File: src/rtl/core/rnhd_queue.sv
// Short register queue that decouples the front pipeline from the back end.
// No dependencies beyond its parameters.
module rnhd_queue #(
  parameter int WIDTH = 8,
  parameter int DEPTH = 8
) (
  input  logic                       clk,
  input  logic                       rst_n,
  input  logic                       push,
  input  logic [WIDTH-1:0]           push_data,
  input  logic                       pop,
  output logic [WIDTH-1:0]           head_data,
  output logic [$clog2(DEPTH+1)-1:0] count
);
  localparam int ADDR_W = (DEPTH > 1) ? $clog2(DEPTH) : 1;
  localparam int CNT_W  = $clog2(DEPTH + 1);

  logic [WIDTH-1:0]  mem_r [DEPTH];
  logic [ADDR_W-1:0] wr_ptr_r, wr_ptr_nxt;
  logic [ADDR_W-1:0] rd_ptr_r, rd_ptr_nxt;
  logic [CNT_W-1:0]  count_r, count_nxt;

  always_comb begin
    wr_ptr_nxt = wr_ptr_r;
    rd_ptr_nxt = rd_ptr_r;
    count_nxt  = count_r;
    if (push) begin
      wr_ptr_nxt = (wr_ptr_r == ADDR_W'(DEPTH - 1)) ? '0 : wr_ptr_r + 1'b1;
    end
    if (pop) begin
      rd_ptr_nxt = (rd_ptr_r == ADDR_W'(DEPTH - 1)) ? '0 : rd_ptr_r + 1'b1;
    end
    if (push && !pop) begin
      count_nxt = count_r + 1'b1;
    end else if (pop && !push) begin
      count_nxt = count_r - 1'b1;
    end
  end

  always_ff @(posedge clk) begin
    if (!rst_n) begin
      wr_ptr_r <= '0;
      rd_ptr_r <= '0;
      count_r  <= '0;
    end else begin
      wr_ptr_r <= wr_ptr_nxt;
      rd_ptr_r <= rd_ptr_nxt;
      count_r  <= count_nxt;
    end
  end

  always_ff @(posedge clk) begin
    if (push) begin
      mem_r[wr_ptr_r] <= push_data;
    end
  end

  assign head_data = mem_r[rd_ptr_r];
  assign count     = count_r;

`ifndef SYNTHESIS
  a_no_overflow: assert property (@(posedge clk) disable iff (!rst_n)
    push |-> (count_r < CNT_W'(DEPTH)))
    else $error("queue push while full");
  a_no_underflow: assert property (@(posedge clk) disable iff (!rst_n)
    pop |-> (count_r != '0))
    else $error("queue pop while empty");
`endif

endmodule

File: config.mk
export PLATFORM = sky130hd
export DESIGN_NAME = rnhd_queue
export DESIGN_NICKNAME = d
export VERILOG_FILES = /design/src/rtl/core/rnhd_queue.sv
export SDC_FILE = /design/constraint.sdc
export NUM_CORES = 1
export LEC_CHECK = 0
export ABC_AREA = 1
export BUFFER_PORTS_ARGS = -buffer_cell sky130_fd_sc_hd__buf_4
export CAP_MARGIN = 15
export CORE_MARGIN = 4
export CORE_UTILIZATION = 59
export CTS_CLUSTER_SIZE = 30
export DETAILED_ROUTE_END_ITERATION = 10
export GPL_TIMING_DRIVEN = 0
export PLACE_DENSITY = 0.85
export SETUP_SLACK_MARGIN = 0.05
export SLEW_MARGIN = 10
export SYNTH_ARGS = -nofsm -noshare
export SYNTH_HDL_FRONTEND = slang
export SYNTH_SLANG_ARGS = --single-unit
File: constraint.sdc
create_clock -name clk -period 1.6 [get_ports clk]
set_input_delay 0.24 -clock clk [delete_from_list [all_inputs] [get_ports clk]]
set_output_delay 0.24 -clock clk [all_outputs]
set_load 0.02 [all_outputs]
# Word level (Yosys, flattened, before mapping)
# Memory sizes are Yosys's and may differ from the RTL's. A register that Yosys moved wholly into a read port is not among the register bits.
# Cells that the tools add are included.
[totals]
ff_bits = 10
n_memories = 1
ramBits = 64
word_cells = 23
out_inout_bits = 12
input_bits = 12
[classes]
muxes = 8
n_eq_ne = 2
reduce_logical = 5
addsub = 4
[mem_list]
columns = ["memory", "depth", "width", "read_ports", "rd_clocked_by_memory_dff", "wr", "line", "text"]
rows = [
  ["mem_r", 8, 8, 1, 1, 1, "18", "logic [WIDTH-1:0] mem_r [DEPTH];"],
]
[ops]
columns = ["op", "n"]
rows = [
  ["$mux 3", 4],
  ["$mux 4", 2],
  ["$add 3x1->3 const B", 2],
  ["$eq 3x3->1 const B", 2],
  ["$add 4x1->4 const B", 1],
  ["$sub 4x1->4 const B", 1],
  ["$logic_and 1x1->1", 2],
  ["$logic_not 1->1", 2],
  ["$mux 1", 2],
  ["$reduce_bool 2->1", 1],
]

# Longest topological paths before layout
[depth]
depth_word = 4
ltp_mapped = 11

# Least setup slack after synthesis
# OpenSTA, ideal clock, no wires.
[synth_timing]
kind = "input port to flip-flop"
from = "in pop"
to = "reg count_r[3] (netlist: count[3])"
stages = 9
path_slack_ns = 0.139
n_path_buf = 0
t_arrival_ns = 1.352
cell_sequence = "inv_1 -> ha_1 -> inv_1 -> ha_1 -> or2_2 -> nand3_1 -> nand3_1 -> nand2_1 -> inv_1"
[synth_via]
elab_chain_cells = 3
elab_cells_between_ends = 5
classes_between = "mux: 1; reduce/logical: 4"
[synth_rtl]
columns = ["item", "line", "text"]
rows = [
  ["start, declared", "11", "input logic pop,"],
  ["$logic_not 1->1", "33", "if (push && !pop) begin"],
  ["$logic_and 1x1->1", "33", ""],
  ["$mux 4 / $reduce_bool 2->1 (equally long branches)", "-", ""],
  ["end signal, assigned", "48", "count_r <= count_nxt;"],
  ["end, declared", "21", "logic [CNT_W-1:0] count_r, count_nxt;"],
]
# Parallel ways exist; a longest one is shown, timed or not.
# A chain may end at the register's enable or synchronous reset.

==> results by group <==
Status
  • Outcome: complete, but fails checks
  • Failing checks: setup timing

Setup path
  • WP data arrival: 1590 ps
  • Worst Setup Start Kind: flip-flop
  • Critical path endpoint category: primary output
  • Crit-path max FO: 8
  • CP Class: reg2out
  • CP required: 1360 ps
  • Reg-to-reg slack, setup: around 220 ps

Power and ir drop
  • Power Dens Cells: 1170 nW/µm²
  • PnR Total Power: 0.00478 W
  • Max IR drop VDD: between 0.8 and 0.9 mV
  • LEAKAGE: 1.60 nW

Clock network
  • Clock-pin slew on the worst setup and hold paths: roughly 80 ps
  • CTS tree: yes
  • Max Root-Sink Buffers: 2
  • H-Tree Depth: 3
  • CTS Hold Bufs: 0
  • CTS Root Cell: clkbuf_8
  • CTS sink count: 77
  • Clk_lat worst skew: 340 ps
  • TritonCTS Buffers: 9

Timing
  • Slew HR: 0.669
  • Setup ws final: -229 ps
  • RSZ-0062 raised after global routing: true
  • Skew final: 6.14 ps
  • Hold Fails Final Rpt: 0
  • # setup viols final: 8
  • Slew Viols, Final: 0
  • Final period util: 1.14
  • Worst Max-Slew Pin Slew: 496 ps
  • Hold Slack: roughly 130 ps
  • Fin crit period: between 1500 and 2000 ps
  • Post-route setup TNS: -1520 ps
  • FMAX: approximately 550 MHz

Logic synthesis
  • Syn Inst Count: 301
  • Register area share after synthesis: 0.674
  • Synth Area per Inst: 10.7 µm²
  • Mapped Area: 3240 µm²
  • Post-synthesis net count: 321
  • Yosys cell types: 18
  • Yosys warns: 0
  • FF+latch count, synth: 77

Detailed routing
  • Vias per inst: 5.54
  • Pre-antenna DRT Iters: 5
  • Initial drt markers: 253
  • Remaining routing DRC violations: 0
  • Final ANT Viol Nets: 0
  • WL/cell: ~18 µm
  • Final WL: ~7.3 mm
  • Vias: 2300

Floorplan
  • Row cnt: 26
  • Initial core utilization: 0.622
  • Core area: 5200 µm²
  • Die Y: 82.1 µm
  • I/O pins: 24
  • Die ar.: 6730 µm²
  • Chip Width: 82.1 µm

Job
  • Max-cap violation count: 0

Final layout
  • Share of cells above drive strength 1: 0.322
  • Area delta synth->final: 26.4%
  • Diode count: 0
  • Nets: 361

Global routing
  • Grt total ovfl: 0
  • Vias in the first global route: 2160
  • GRT Util Overall: 0.216
  • Initial antenna violation count: 0
  • Pin count of the biggest net entering global routing: 13
  • First-pass GRT wire length: roughly 10 mm

Placement
  • IO buf count: 23
  • Routability cong.: 0.796
  • Post-detail-place hpwl: 4.03 mm

Worst hold path
  • Worst Hold Class: in2reg
cells in the mapped netlist, drive strengths merged:
cell / instances / area (µm²)
xor2: 2 / 17.5
inv: 17 / 68.8
edfxtp: 64 / 1920
nand2: 58 / 218
buf: 11 / 97.6
fa: 1 / 20.0
dfxtp: 13 / 260
nand3: 4 / 20.0
o21ai: 36 / 180
a211oi: 1 / 7.51
ha: 7 / 87.6
a21oi: 6 / 30.0
or2: 1 / 6.26
nor2: 80 / 300
cell type report:
| class | instances | area, µm² |
|---|---|---|
| Sequential cell | 77 | 2180 |
| Fill cell | 310 | 1120 |
| Multi-Input combinational cell | 196 | 1070 |
| Timing Repair Buffer | 29 | 300 |
| Buffer | 11 | 151 |
| Clock buffer | 9 | 124 |
| Clock inverter | 6 | 103 |
| Tap cell | 70 | 87.6 |
| Inverter | 17 | 68.8 |
worst paths after layout:
kind | start | endpoint | cells past startpoint
worst min register to register | wr_ptr_r[0] | wr_ptr_r[0] | 2
worst min-delay path | push_data[6] | mem_r[4][6] | 1
worst max register to register | count[2] | count[3] | 6
worst max-delay path | flip-flop | head_data[4] | 9
logic make-up (layout without fill, tap and decap cells):
kind of cell    after synthesis  in the layout  share of synthesized area
fa+ha+maj                     8              8                     0.0333
compound gates               43             43                     0.0673
simple gates                143            143                      0.168
xor+xnor                      2              2                    0.00541
buf+inv                      28             72                     0.0514
flops                        77             77                      0.674
flip-flops by register name, indices dropped and copies added, names as in the netlist, named ones only:
name / cells
count: 4
rd_ptr_r: 3
mem_r: 64
wr_ptr_r: 3
per-layer routing:
| layer | GRT usage | vias up | part of all wire |
|---|---|---|---|
| li1 | - | 1084 | - |
| met1 | 0.256 | 1078 | 0.37 |
| met2 | 0.355 | 119 | 0.52 |
| met3 | 0.0625 | 19 | 0.077 |
| met4 | 0.113 | 0 | 0.030 |
| met5 | 0 | - | 0 |
placed cells by master (no fill, tap or decap), types with 2 or more instances in the layout:
master | netlist | final
a21oi_1 | 6 | 6
buf_12 | 0 | 3
buf_4 | 2 | 19
buf_6 | 6 | 11
buf_8 | 0 | 3
bufinv_16 | 0 | 3
clkbuf_16 | 0 | 3
clkbuf_8 | 0 | 9
clkinv_1 | 0 | 2
dfxtp_1 | 13 | 11
dfxtp_2 | 0 | 2
edfxtp_1 | 64 | 64
ha_1 | 7 | 7
inv_1 | 15 | 15
inv_4 | 2 | 2
nand2_1 | 58 | 55
nand2_2 | 0 | 3
nand3_1 | 4 | 4
nor2_1 | 80 | 42
nor2_2 | 0 | 31
nor2_4 | 0 | 7
o21ai_0 | 6 | 6
o21ai_1 | 30 | 18
o21ai_2 | 0 | 12
xor2_1 | 2 | 2
through the flow:
stage	instances	util	cell area, µm²	setup WS, ps
after floorplan	301	-	3240	139
after CTS	412	0.736	3830	-160
after global placement	394	0.672	3500	-78.0
after detailed placement	394	0.672	3500	-125
after global routing	415	0.786	4090	-277
final	415	0.786	4090	-229
critical path, stage by stage (launching register included):
cell and delay [ps]:
dfxtp_2 350, buf_12 150, buf_8 150, nor2_2 50
nor2_2 130, o21ai_2 60, nand2_1 50, nand2_1 80
nand2_1 100, buf_6 120
power by group:
part | internal (W) | leakage (nW) | total, W | switching [W]
sequential | 0.00225 | 0.690 | 0.00229 | 0.0000473
combinational | 0.000341 | 0.793 | 0.000797 | 0.000456
clock | 0.00101 | 0.114 | 0.00169 | 0.000674
what timing repair did:
action                     CTS  global route
pin swaps                    2            16
setup endpoints to repair    8            64
gates cloned                 0             3
hold endpoints to repair     0             0
resized for setup           26            58
buffers inserted             3             0
Power figures use the tool's default switching activity.
