<file path="src/rtl/core/rnhd_pkg.sv">
// Shared constants, codes and types for the nearest-hit distance ray sensor.
// No dependencies; every other file of the block but rnhd_queue refers to it by scoped names.
package rnhd_pkg;

  localparam int COORD_WIDTH_DEF = 24;
  localparam int FRAC_BITS       = 12;
  localparam int LEN_W           = 25;
  localparam int LEN_SQ_W        = 2 * LEN_W;
  localparam int QUEUE_DEPTH     = 8;
  localparam int CFG_IDX_W       = 3;

  localparam logic [LEN_W-1:0]    LEN_RESET    = LEN_W'(1 << FRAC_BITS);
  localparam logic [LEN_SQ_W-1:0] LEN_SQ_RESET = LEN_SQ_W'(1) << (2 * FRAC_BITS);

  localparam logic [CFG_IDX_W-1:0] REG_RAY_LENGTH   = 3'd0;
  localparam logic [CFG_IDX_W-1:0] REG_OFFSET_X     = 3'd1;
  localparam logic [CFG_IDX_W-1:0] REG_OFFSET_Y     = 3'd2;
  localparam logic [CFG_IDX_W-1:0] REG_OFFSET_Z     = 3'd3;
  localparam logic [CFG_IDX_W-1:0] REG_RULE_PRESENT = 3'd4;
  localparam logic [CFG_IDX_W-1:0] REG_RAY_DISABLED = 3'd5;

  typedef enum logic [1:0] {
    ST_DISABLED = 2'd0,
    ST_HIT      = 2'd1,
    ST_NO_HIT   = 2'd2
  } ray_state_t;

  typedef enum logic {
    BK_RUN  = 1'b0,
    BK_ROOT = 1'b1
  } back_state_t;

  typedef struct packed {
    logic [LEN_W-1:0]    ray_length;
    logic [LEN_SQ_W-1:0] len_sq;
    logic                rule_present;
    logic                ray_disabled;
  } cfg_t;

endpackage

</file>
<file path="src/rtl/core/rnhd_out_if.sv">
// Result channel of the ray sensor: one result per finished query.
// Depends on rnhd_pkg for the length width.
interface rnhd_out_if ();
  logic                       valid;
  logic                       ready;
  logic [rnhd_pkg::LEN_W-1:0] distance;
  logic [rnhd_pkg::LEN_W-1:0] visible_length;
  logic [1:0]                 ray_state;

  modport source (output valid, distance, visible_length, ray_state, input ready);
  modport sink   (input valid, distance, visible_length, ray_state, output ready);
endinterface

</file>
<file path="src/rtl/core/rnhd_back.sv">
// Back end: running minimum of squared distances, bit-serial square root, result register.
// Depends on rnhd_pkg and rnhd_out_if; takes items from rnhd_queue.
module rnhd_back #(
  parameter int COORD_WIDTH = rnhd_pkg::COORD_WIDTH_DEF
) (
  input  logic                                        clk,
  input  logic                                        rst_n,
  input  rnhd_pkg::cfg_t                              cfg,
  input  logic [2*COORD_WIDTH+rnhd_pkg::LEN_SQ_W+1:0] head_data,
  input  logic                                        q_empty,
  output logic                                        pop,
  rnhd_out_if.source                                  out_ch
);
  localparam int SQ_W   = 2 * COORD_WIDTH;
  localparam int LW     = rnhd_pkg::LEN_W;
  localparam int LSW    = rnhd_pkg::LEN_SQ_W;
  localparam int CMP_W  = (SQ_W > LSW) ? SQ_W : LSW;
  localparam int REM_W  = LW + 3;
  localparam int STEP_W = $clog2(LW);

  rnhd_pkg::back_state_t state_r, state_nxt;

  logic [SQ_W-1:0]   h_d2;
  logic [LSW-1:0]    h_mr2;
  logic              h_pv, h_last;

  logic              query_open_r, query_open_nxt;
  logic [LSW-1:0]    best_r, best_nxt;
  logic [LSW-1:0]    best_base, best_new;
  logic              upd, hit, out_free, sq_done, pop_last;

  logic [LSW-1:0]    rad_r, rad_nxt;
  logic [REM_W-1:0]  rem_r, rem_nxt, rem_sh, trial, rem_step;
  logic [LW-1:0]     root_r, root_nxt, root_step;
  logic [STEP_W-1:0] step_r, step_nxt;
  logic              ge;

  logic              out_valid_r, out_valid_nxt;
  logic [LW-1:0]     dist_r, dist_nxt;
  logic [LW-1:0]     vis_r, vis_nxt;
  logic [1:0]        st_r, st_nxt;

  assign {h_d2, h_mr2, h_pv, h_last} = head_data;

  always_comb begin
    best_base = query_open_r ? best_r : cfg.len_sq;
    upd       = h_pv && (CMP_W'(h_d2) < CMP_W'(best_base))
                     && (CMP_W'(h_d2) >= CMP_W'(h_mr2));
    best_new  = upd ? LSW'(h_d2) : best_base;
    hit       = cfg.rule_present && (best_new < cfg.len_sq);
    out_free  = !out_valid_r || out_ch.ready;
    pop       = (state_r == rnhd_pkg::BK_RUN) && !q_empty && (!h_last || out_free);
    pop_last  = pop && h_last;
    sq_done   = (state_r == rnhd_pkg::BK_ROOT) && (step_r == '0);
    rem_sh    = {rem_r[REM_W-3:0], rad_r[LSW-1 -: 2]};
    trial     = REM_W'({root_r, 2'b01});
    ge        = (rem_sh >= trial);
    rem_step  = ge ? (rem_sh - trial) : rem_sh;
    root_step = {root_r[LW-2:0], ge};
  end

  always_comb begin
    state_nxt = state_r;
    unique case (state_r)
      rnhd_pkg::BK_RUN: begin
        if (pop_last && hit) begin
          state_nxt = rnhd_pkg::BK_ROOT;
        end
      end
      rnhd_pkg::BK_ROOT: begin
        if (sq_done) begin
          state_nxt = rnhd_pkg::BK_RUN;
        end
      end
      default: state_nxt = rnhd_pkg::BK_RUN;
    endcase
  end

  always_comb begin
    query_open_nxt = query_open_r;
    best_nxt       = best_r;
    rad_nxt        = rad_r;
    rem_nxt        = rem_r;
    root_nxt       = root_r;
    step_nxt       = step_r;
    out_valid_nxt  = out_valid_r && !out_ch.ready;
    dist_nxt       = dist_r;
    vis_nxt        = vis_r;
    st_nxt         = st_r;
    unique case (state_r)
      rnhd_pkg::BK_RUN: begin
        if (pop) begin
          query_open_nxt = !h_last;
          best_nxt       = best_new;
        end
        if (pop_last && hit) begin
          rad_nxt  = best_new;
          rem_nxt  = '0;
          root_nxt = '0;
          step_nxt = STEP_W'(LW - 1);
        end else if (pop_last) begin
          out_valid_nxt = 1'b1;
          dist_nxt      = cfg.ray_length;
          vis_nxt       = cfg.ray_length;
          st_nxt        = cfg.ray_disabled ? rnhd_pkg::ST_DISABLED : rnhd_pkg::ST_NO_HIT;
        end
      end
      rnhd_pkg::BK_ROOT: begin
        rad_nxt  = {rad_r[LSW-3:0], 2'b00};
        rem_nxt  = rem_step;
        root_nxt = root_step;
        step_nxt = step_r - 1'b1;
        if (sq_done) begin
          out_valid_nxt = 1'b1;
          dist_nxt      = root_step;
          vis_nxt       = cfg.ray_disabled ? cfg.ray_length : root_step;
          st_nxt        = cfg.ray_disabled ? rnhd_pkg::ST_DISABLED : rnhd_pkg::ST_HIT;
        end
      end
      default: begin
        out_valid_nxt = 1'b0;
      end
    endcase
  end

  always_ff @(posedge clk) begin
    if (!rst_n) begin
      state_r      <= rnhd_pkg::BK_RUN;
      query_open_r <= 1'b0;
      out_valid_r  <= 1'b0;
    end else begin
      state_r      <= state_nxt;
      query_open_r <= query_open_nxt;
      out_valid_r  <= out_valid_nxt;
    end
  end

  always_ff @(posedge clk) begin
    best_r <= best_nxt;
    rad_r  <= rad_nxt;
    rem_r  <= rem_nxt;
    root_r <= root_nxt;
    step_r <= step_nxt;
    dist_r <= dist_nxt;
    vis_r  <= vis_nxt;
    st_r   <= st_nxt;
  end

  assign out_ch.valid          = out_valid_r;
  assign out_ch.distance       = dist_r;
  assign out_ch.visible_length = vis_r;
  assign out_ch.ray_state      = st_r;

`ifndef SYNTHESIS
  a_root_slot_free: assert property (@(posedge clk) disable iff (!rst_n)
    sq_done |-> (!out_valid_r || out_ch.ready))
    else $error("root finished while result register busy");
  a_root_query_closed: assert property (@(posedge clk) disable iff (!rst_n)
    (state_r == rnhd_pkg::BK_ROOT) |-> !query_open_r)
    else $error("query open during root");
`endif

endmodule

</file>
<file path="src/flat_wrapper.sv">
// flat-port wrapper written by rule: the top's interface ports become plain ports
module rnhd_back_flat 
#(
  parameter int COORD_WIDTH = rnhd_pkg::COORD_WIDTH_DEF
)
  (clk, rst_n, cfg, head_data, q_empty, pop, out_ch_valid, out_ch_distance, out_ch_visible_length, out_ch_ray_state, out_ch_ready);
  rnhd_out_if out_ch_i ();
  input  logic clk;
  input  logic rst_n;
  input  rnhd_pkg::cfg_t cfg;
  input  logic [2*COORD_WIDTH+rnhd_pkg::LEN_SQ_W+1:0] head_data;
  input  logic q_empty;
  output logic pop;
  output wire logic [$bits(out_ch_i.valid)-1:0] out_ch_valid;
  output wire logic [$bits(out_ch_i.distance)-1:0] out_ch_distance;
  output wire logic [$bits(out_ch_i.visible_length)-1:0] out_ch_visible_length;
  output wire logic [$bits(out_ch_i.ray_state)-1:0] out_ch_ray_state;
  input wire logic [$bits(out_ch_i.ready)-1:0] out_ch_ready;
  assign out_ch_valid = out_ch_i.valid;
  assign out_ch_distance = out_ch_i.distance;
  assign out_ch_visible_length = out_ch_i.visible_length;
  assign out_ch_ray_state = out_ch_i.ray_state;
  assign out_ch_i.ready = out_ch_ready;
  rnhd_back #(.COORD_WIDTH(COORD_WIDTH)) u_core (.clk(clk), .rst_n(rst_n), .cfg(cfg), .head_data(head_data), .q_empty(q_empty), .pop(pop), .out_ch(out_ch_i));
endmodule
</file>
<file path="config.mk">
export PLATFORM = sky130hd
export DESIGN_NAME = rnhd_back_flat
export DESIGN_NICKNAME = d
export VERILOG_FILES = /design/src/rtl/core/rnhd_pkg.sv /design/src/rtl/core/rnhd_out_if.sv /design/src/rtl/core/rnhd_back.sv /design/src/flat_wrapper.sv
export SDC_FILE = /design/constraint.sdc
export NUM_CORES = 1
export LEC_CHECK = 0
export BUFFER_PORTS_ARGS = -buffer_cell sky130_fd_sc_hd__buf_2
export CORE_AREA = 5 5 210 212
export DETAILED_ROUTE_END_ITERATION = 8
export DIE_AREA = 0 0 215 217
export PLACE_DENSITY = 0.57
export SETUP_SLACK_MARGIN = 0.1
export SLEW_MARGIN = 20
export SYNTH_ARGS = -nofsm -noshare
export SYNTH_HDL_FRONTEND = slang
export SYNTH_SLANG_ARGS = --single-unit
</file>
<file path="constraint.sdc">
create_clock -name clk -period 21.9 [get_ports clk]
set_clock_uncertainty 0.05 [all_clocks]
set_input_delay 3.285 -clock clk [delete_from_list [all_inputs] [get_ports clk]]
set_output_delay 3.285 -clock clk [all_outputs]
set_load 0.005 [all_outputs]
</file>
After elaboration in Yosys (flattened, before gate mapping) --
Index checks and enable logic that the tools add are counted.
Cells by class: add/subtract/negate cells 2, bitwise logic cells 1, eq/ne operators 4, reduce and logical (&&, ||, !) cells 18, $lt $le $gt $ge 4, multiplexer cells 31
Operators with widths (number):
- $mux 25 | 6
- $mux 50 | 3
- $pmux 25 s2 | 3
- $pmux 50 s2 | 1
- $mux 26 | 2
- $pmux 26 s2 | 1
- $ge 48x50->1 | 1
- $lt 48x50->1 | 1
- $lt 50x50->1 | 1
- $ge 28x27->1 | 1
- $sub 26x26->26 | 1
- $pmux 5 s2 | 1
- $logic_and 1x1->1 | 9
- $mux 2 | 4
- $mux 1 | 6
- $ne 2x2->1 const B | 3
- $logic_not 5->1 | 1
- $mux 5 | 1
- $sub 5x1->5 const B | 1
- $logic_not 1->1 | 4
- $pmux 1 s2 | 2
- $pmux 2 s2 | 1
- $reduce_and 3->1 | 1
- $logic_or 1x1->1 | 2
- other kinds (3) | 3
Word-level totals: input port bits 181, output and inout port bits 54, logic and storage cells 71, register bits after elaboration 211

Longest topological paths before layout --
Gate-level depths: netlist of run 1.
depth after elaboration 10, gate-level depth with buffers 27, depth with buffers taken out 22

Worst setup path after synthesis of run 1 --
Ideal clock, no wire load.
path kind input to register, start point input port out_ch_ready, end point register u_core.rad_r[0] (enable), data arrival time 10.755 ns, buffers on the path 0, required time 21.380 ns, path slack 10.625 ns, library setup time 0.470 ns, stages 8, cell sequence nor2b_1 -> a211oi_1 -> and2_1 -> nand4b_1 -> a211oi_1 -> nand3_1 -> mux2i_1 -> or3_1
On the way: longest elaborated chain between the ends 6
RTL lines:
- start, declared | RTL line flat_wrapper.sv:18 | input wire logic [$bits(out_ch_i.ready)-1:0] out_ch_ready;
- $logic_or 1x1->1 | RTL line rnhd_back.sv:51 | out_free = !out_valid_r || out_ch.ready;
- $logic_or 1x1->1 | RTL line rnhd_back.sv:52 | pop = (state_r == rnhd_pkg::BK_RUN) && !q_empty && (!h_last || out_free);
- $logic_and 1x1->1 | RTL line rnhd_back.sv:52
- $logic_and 1x1->1 | RTL line rnhd_back.sv:53 | pop_last = pop && h_last;
- $logic_and 1x1->1 | RTL line rnhd_back.sv:96 | if (pop_last && hit) begin
- $ne 2x2->1 (no line)
- end signal, assigned | RTL line rnhd_back.sv:140 | rad_r <= rad_nxt;
- end, declared | RTL line rnhd_back.sv:32 | logic [LSW-1:0] rad_r, rad_nxt;
No other way between the ends. A chain may end at the register's enable or synchronous reset.

Worst setup path in the final report of run 1 --
start point input port cfg[3] (netlist bit), end point register u_core.root_r[20] (enable)
On the way: longest elaborated chain between the ends 9
RTL lines:
- start, declared | RTL line flat_wrapper.sv:10 | input rnhd_pkg::cfg_t cfg;
- $mux 50 | RTL line rnhd_back.sv:46 | best_base = query_open_r ? best_r : cfg.len_sq;
- $lt 48x50->1 | RTL line rnhd_back.sv:47 | upd = h_pv && (CMP_W'(h_d2) < CMP_W'(best_base))
- $logic_and 1x1->1 | RTL line rnhd_back.sv:47
- $logic_and 1x1->1 | RTL line rnhd_back.sv:48 | && (CMP_W'(h_d2) >= CMP_W'(h_mr2));
- $mux 50 | RTL line rnhd_back.sv:49 | best_new = upd ? LSW'(h_d2) : best_base;
- via u_core.best_new[27] | RTL line rnhd_back.sv:29 | logic [LSW-1:0] best_base, best_new;
- $lt 50x50->1 | RTL line rnhd_back.sv:50 | hit = cfg.rule_present && (best_new < cfg.len_sq);
- $logic_and 1x1->1 | RTL line rnhd_back.sv:50
- $logic_and 1x1->1 | RTL line rnhd_back.sv:96
- $ne 2x2->1 (no line)
- end signal, assigned | RTL line rnhd_back.sv:142 | root_r <= root_nxt;
- end, declared | RTL line rnhd_back.sv:34 | logic [LW-1:0] root_r, root_nxt, root_step;
The timed path passes the listed nets, and every way through them passes these cells.

==> results of run 1 <==
==> layer usage <==
metal,vias up,routed length (um),GRT usage
li1,5388,-,-
met1,5089,17300,0.211
met2,278,17500,0.267
met3,38,2000,0.0260
met4,2,622,0.0329
met5,-,13,0
==> power breakdown <==
group	leakage, nW	switching, mW	total [mW]	internal, mW
registers	1.99	0.0114	0.497	0.486
clock network	0.424	0.180	0.438	0.257
logic	5.42	0.149	0.269	0.120
==> cells in the mapped netlist, types with 3 or more instances <==
master     instances  share of area
nor3b_1            3         0.0016
o2111ai_1          4         0.0024
o21bai_1           5         0.0026
a21oi_1           88          0.030
a211oi_1          20          0.010
buf_12             4         0.0055
mux2_2            12         0.0094
o21a_1             6         0.0031
o22ai_1            3         0.0013
a2111oi_0          3         0.0018
or3_1              3         0.0013
nand2_1          113          0.029
o211ai_1           6         0.0031
xor2_1            10         0.0061
nor2b_1            6         0.0026
o21ai_0          106          0.037
mux2i_1           11         0.0076
buf_6              3         0.0023
nor3_1            14         0.0048
nor2_1            86          0.022
dfxtp_1            3         0.0042
nand4_1           23          0.010
nand2b_1           7         0.0030
xnor2_1           15         0.0091
inv_1            181          0.047
and2_1             4         0.0017
o31ai_1            5         0.0026
edfxtp_1         208           0.43
nand3_1           31          0.011
mux2_4            84          0.087
ha_1             172           0.15
a21o_1            53          0.028
or2_2              4         0.0017
nand3b_1           3         0.0016
clkbuf_1          33         0.0086
==> layout by cell type (no fill, tap or decap), drive strengths merged, types with 4 or more instances in the layout <==
| master | count |
|---|---|
| or2 | 4 |
| o21bai | 5 |
| mux2 | 96 |
| nand2b | 7 |
| o21ai | 107 |
| inv | 183 |
| buf | 242 |
| nand3 | 31 |
| nor3 | 14 |
| nand2 | 113 |
| ha | 172 |
| xnor2 | 15 |
| nand4 | 23 |
| o2111ai | 4 |
| a21oi | 88 |
| and2 | 4 |
| o211ai | 6 |
| xor2 | 10 |
| mux2i | 11 |
| nor2b | 6 |
| clkbuf | 33 |
| a211oi | 20 |
| nor2 | 86 |
| o21a | 6 |
| o31ai | 5 |
| edfxtp | 208 |
| clkinv | 9 |
| a21o | 53 |
==> stage by stage <==
stage | std cells | setup WS, ns | utilization
after global routing | 2152 | 11.70 | 0.408
after floorplan | 1364 | 10.62 | -
after global placement | 2103 | 11.57 | 0.387
after CTS | 2152 | 12.35 | 0.408
after detailed placement | 2103 | 11.78 | 0.387
final | 2152 | 12.36 | 0.408
==> tightest hold or removal path, stage by stage (launching register included) <==
cell and delay, ns:
edfxtp_1 0.32, nand2_1 0.05, o31ai_1 0.06
==> registers in the layout, indices dropped and copies added (netlist names), 2 cells and up <==
register                      cells
u_core.out_ch.distance           25
u_core.step_r                     5
u_core.root_r                    25
u_core.best_r                    50
u_core.rem_r                     26
u_core.out_ch.ray_state           2
u_core.rad_r                     50
u_core.out_ch.visible_length     25
==> final cells by class <==
| class | count | share of cell area |
|---|---|---|
| flip-flops and latches | 211 | 0.371 |
| inverters | 181 | 0.0402 |
| clock inverters | 16 | 0.00860 |
| multi-input cells | 930 | 0.426 |
| well taps | 539 | 0.0396 |
| clock buffers | 33 | 0.0422 |
| repair buffers | 242 | 0.0726 |
==> cell families after synthesis <==
family,synth area share
muxes,0.104
DFF,0.436
xor gates and xnor gates,0.0152
AOI/OAI and AO/OA,0.134
and+or+nand+nor,0.0978
buffers and inverters,0.0640
adders and majority gates,0.149
==> final timing paths <==
kind                  endpoint                start
min reg2reg   u_core.rad_r[48]     u_core.rad_r[46]
max reg2reg  u_core.root_r[20]  u_core.query_open_r
max          u_core.root_r[20]               cfg[3]
min           u_core.rad_r[48]     u_core.rad_r[46]
==> metrics, run 1 <==
status=complete, no violations; Synth-to-Final Area Change=17.8%; final setup vio count=0; clock tree buffer depth=3; initial antenna violation count=2; # Max-Cap Violations=0; row count=between 70 and 80; grt ovf=0; Post-layout nets=1,946; vias in the first global route=11,200; Mapped Area=14,500 um2; Post-DP Area=around 16,000 um2; die width=215 um; top cell family by delay on the critical path=compound AO/OA/AOI/OAI gates; All-Layer GR Usage=0.156; drt first pass iters=5; final worst path period need=9.54 ns; Routability Congestion=approximately 0.87; Worst-path clk slew=0.06 ns; Clk Latency, worst-skew pair=0.55 ns; Routed Wire Length=approximately 37 mm; Ports=235; Worst Path Arrival=9.64 ns; Initial Utilization=0.346; CP Depth=25; Chip Height=around 220 um; crit path launch type=input pin; CTS buffer count=27; clock sink total=211; FILL cells=4,018; cts repair resizes=0; number of DRC markers in iteration 0=555; total core area=41,800 um2; PD cells=70.8 nW/um2; H-tree levels=1; Post-CTS Repair Setup Buffers=0; Worst Setup End Kind=register; dpl hpwl=28.3 mm; YS warnings=0; mean area per synthesized cell=10.6 um2; Post-Syn Nets=about 1,700; async set or reset register ratio after synthesis=0; final slew viol count=0; Cell variety after synth=58; fin crit share=0.436; hold_buf cts=0; final hold violations=0; pin count of the biggest net entering global routing=87; Crit-path slowest cell=buf_4; Clock Root Buffer=clkbuf_16; area occupied by multi-input gates=just over 7000 um2; CP required=22.00 ns; reg2reg setup slack=13.72 ns; DRC=0; Cells after Synth=1,364; Design Area, Final=17,000 um2; reg2reg path depth=25; RSZ-0062 raised after global routing=no; CTS tree=done; Die ar.=46,700 um2; Fin Setup TNS=0 ns; worst slew pin tran=0.878 ns; Seq cells post-synth=211; vias per inst=5.02; total number of vias=10,800; antenna cells=0; sequential cell area=approximately 6300 um2; Post-DRT Antenna Nets=0; critical path fanouts, max=86; hold-critical path depth=2; post-DR wirelength/cell=17.4 um; ys flop type=edfxtp_1; Post-synth EDFFs=between 200 and 250; total chip power=1.20 mW; first-pass GRT wire length=60.1 mm; sequential element share of the synthesized area=0.436; critical path class=input pin to register; Fmax=0.105 GHz; I/O Buffers=234; hold crit path type=register to register; leakage power=7.83 nW; WHS=approximately 0.5 ns; Slew HR=0.415; fraction of layout cells with a size suffix above 1=0.246; max incr delay on CP=0.65 ns; maximum VDD drop=approximately 0.046 mV; WP buf/inv=5
No activity file was read; power rests on OpenSTA's default activity.
==> run 2: changes to the inputs <==
- clock period: 21.9 -> 9.55 ns (I/O delays scaled with it)
==> run 2 against run 1 <==
Compared with the run above: first-iteration DRC count is 12% higher; core utilization is 0.15 points higher; critical endpoint is now u_core.step_r[3]; setup slack worse by 10 ns; final cell count grew 0.14%; design area increased by 0.37%.
==> metrics, run 2 (synthesis gave the netlist of run 1 again) <==
status=complete, no violations (unchanged); final slew viol count=0 (unchanged); hold-critical path depth=1 (was 2); # Max-Cap Violations=0 (unchanged); Post-CTS Repair Setup Buffers=0 (unchanged); drt first pass iters=5 (unchanged); final setup vio count=0 (unchanged); initial antenna violation count=2 (unchanged); vias in the first global route=11,100 (was 11,200); reg2reg path depth=22 (was 25); clock tree buffer depth=3 (unchanged); fraction of layout cells with a size suffix above 1=0.243 (was 0.246); CTS tree=done (unchanged); Finished Layout Cells=2,155 (was 2,152); Routed Wire Length=37.1 mm (was 37.4 mm); Worst-path clk slew=0.06 ns (about the same); clock sink total=211 (unchanged); worst-path cell chain=buf_4 > nand2_1 > o21ai_0 > inv_1 > ha_1 > nand4_1 > or4_1 > or3_1 > a31o_1 > and3_4 > buf_4 > mux2_4 > ha_1 > nand4_1 > nor4_1 > o21ai_0 > a21oi_1 > a211oi_1 > nand2_1 > nor2_1 > or3_4 > buf_4; DRC=0 (unchanged); Post-layout nets=1,948 (was 1,946); maximum VDD drop=0.106 mV (was 0.0458 mV); Die ar.=46,700 um2 (unchanged); I/O Buffers=234 (unchanged); hold_buf cts=0 (unchanged); first-pass GRT wire length=58.9 mm (was 60.1 mm); die width=215 um (unchanged); Clock Root Buffer=clkbuf_16 (unchanged); Ports=235 (unchanged); Fmax=~0.13 GHz; hold crit path type=register to register (unchanged); leakage power=7.86 nW (was 7.83 nW); most frequent cells in the layout=buf_2, edfxtp_1, inv_1 (unchanged); Regs by FF count=u_core.best_r x50, u_core.rad_r x50, u_core.rem_r x26 (unchanged); CTS buffer count=26 (was 27); Synth-to-Final Area Change=18.2% (was 17.8%); Clk Latency, worst-skew pair=0.52 ns (was 0.55 ns); critical path fanouts, max=42 (was 86); Design Area, Final=17,100 um2 (was 17,000 um2); fin crit share=0.786; Fin Setup TNS=0 ns (unchanged); Routability Congestion=0.852 (was 0.871); Chip Height=217 um (unchanged); grt ovf=0 (unchanged); total number of vias=10,700 (was 10,800); CP required=9.75 ns (was 22.00 ns); PD cells=164 nW/um2 (was 70.8 nW/um2); total core area=41,800 um2 (unchanged); crit path launch type=register (was input pin); Crit-path slowest cell=nor4_1 (was buf_4); Worst Path Arrival=7.71 ns (was 9.64 ns); dpl hpwl=28.3 mm (about the same); number of DRC markers in iteration 0=622 (was 555); final worst path period need=7.51 ns; Post-DRT Antenna Nets=0 (unchanged); pin count of the biggest net entering global routing=75 (was 87); final hold violations=0 (unchanged); Post-DP Area=16,200 um2 (about the same); row count=75 (unchanged); Slew HR=0.419 (was 0.415); cts repair resizes=0 (unchanged); Worst Setup End Kind=register (unchanged); RSZ-0062 raised after global routing=no (unchanged); max incr delay on CP=0.72 ns (was 0.65 ns); Placed Cells=2,106 (was 2,103); WP buf/inv=4 (was 5); Worst path most repeated cell=buf_4; vias per inst=4.98 (was 5.02); Initial Utilization=0.346 (unchanged); top cell family by delay on the critical path=simple AND/OR/NAND/NOR gates (was compound AO/OA/AOI/OAI gates); critical path class=register to register (was input pin to register); post-DR wirelength/cell=17.2 um (was 17.4 um); H-tree levels=1 (unchanged); commonest non-fill, non-tap cell in the layout=buf_2 (unchanged); worst slew pin tran=0.872 ns (was 0.878 ns); All-Layer GR Usage=0.154 (was 0.156); CP Depth=22 (was 25)
-- run 2: cell count changes in the layout (fill, tap and decap cells not counted), sizes merged --
cell | previous run | this run
diode | 0 | 1
inv | 183 | 181
clkinvlp | 3 | 1
bufinv | 2 | 4
clkbuf | 33 | 39
clkinv | 9 | 4
buf | 242 | 245
-- run 2: path summary, 6_finish.rpt --
check,from,end,slack (ns)
min,u_core.rad_r[37],u_core.rad_r[39],0.49
min reg2reg,u_core.rad_r[37],u_core.rad_r[39],0.49
max reg2reg,u_core.query_open_r,u_core.step_r[3],2.04
max,u_core.query_open_r,u_core.step_r[3],2.04
-- run 2: metal layers --
layer,vias to the layer above,part of all wire,track usage
met4,2,0.018,0.0303
met5,-,0.00035,0
li1,5388,-,-
met1,5010,0.47,0.213
met2,281,0.46,0.256
met3,53,0.054,0.0258
-- run 2: cell type report --
| class | instances | area, um2 |
|---|---|---|
| Fill cell | 4039 | 24700 |
| Multi-Input combinational cell | 930 | 7260 |
| Sequential cell | 211 | 6310 |
| Timing Repair Buffer | 245 | 1270 |
| Clock buffer | 39 | 751 |
| Inverter | 181 | 684 |
| Tap cell | 539 | 674 |
| Clock inverter | 9 | 144 |
| Antenna cell | 1 | 2.50 |
-- run 2: power breakdown --
part / total (mW) / internal, mW / switching (mW) / leakage (nW)
combinational: 0.619 / 0.278 / 0.341 / 5.44
sequential: 1.14 / 1.11 / 0.0253 / 1.99
clock: 1.04 / 0.648 / 0.388 / 0.430
total: 2.79 / 2.04 / 0.754 / 7.86
-- run 2: metrics by stage --
step	total power [mW]	util	hold slack [ns]	setup slack, ns
3_3_place_gp	1.77	0.388	0.480	1.66
4_1_cts	2.83	0.409	0.491	1.95
6_report	2.79	0.409	0.491	2.04
3_5_place_dp	1.78	0.388	0.485	1.54
5_1_grt	2.95	0.409	0.494	1.41
2_1_floorplan	1.59	-	0.448	0.127
-- run 2: worst register-to-register path, cell delays in order, from the launching register on --
cell,delay [ns]
dfxtp_2,0.68
buf_4,0.48
nand2_1,0.13
o21ai_0,0.14
inv_1,0.09
ha_1,0.32
nand4_1,0.13
or4_1,0.58
or3_1,0.43
a31o_1,0.20
and3_4,0.39
buf_4,0.33
mux2_4,0.34
ha_1,0.32
nand4_1,0.13
nor4_1,0.72
o21ai_0,0.19
a21oi_1,0.28
a211oi_1,0.15
nand2_1,0.14
nor2_1,0.07
or3_4,0.62
buf_4,0.36
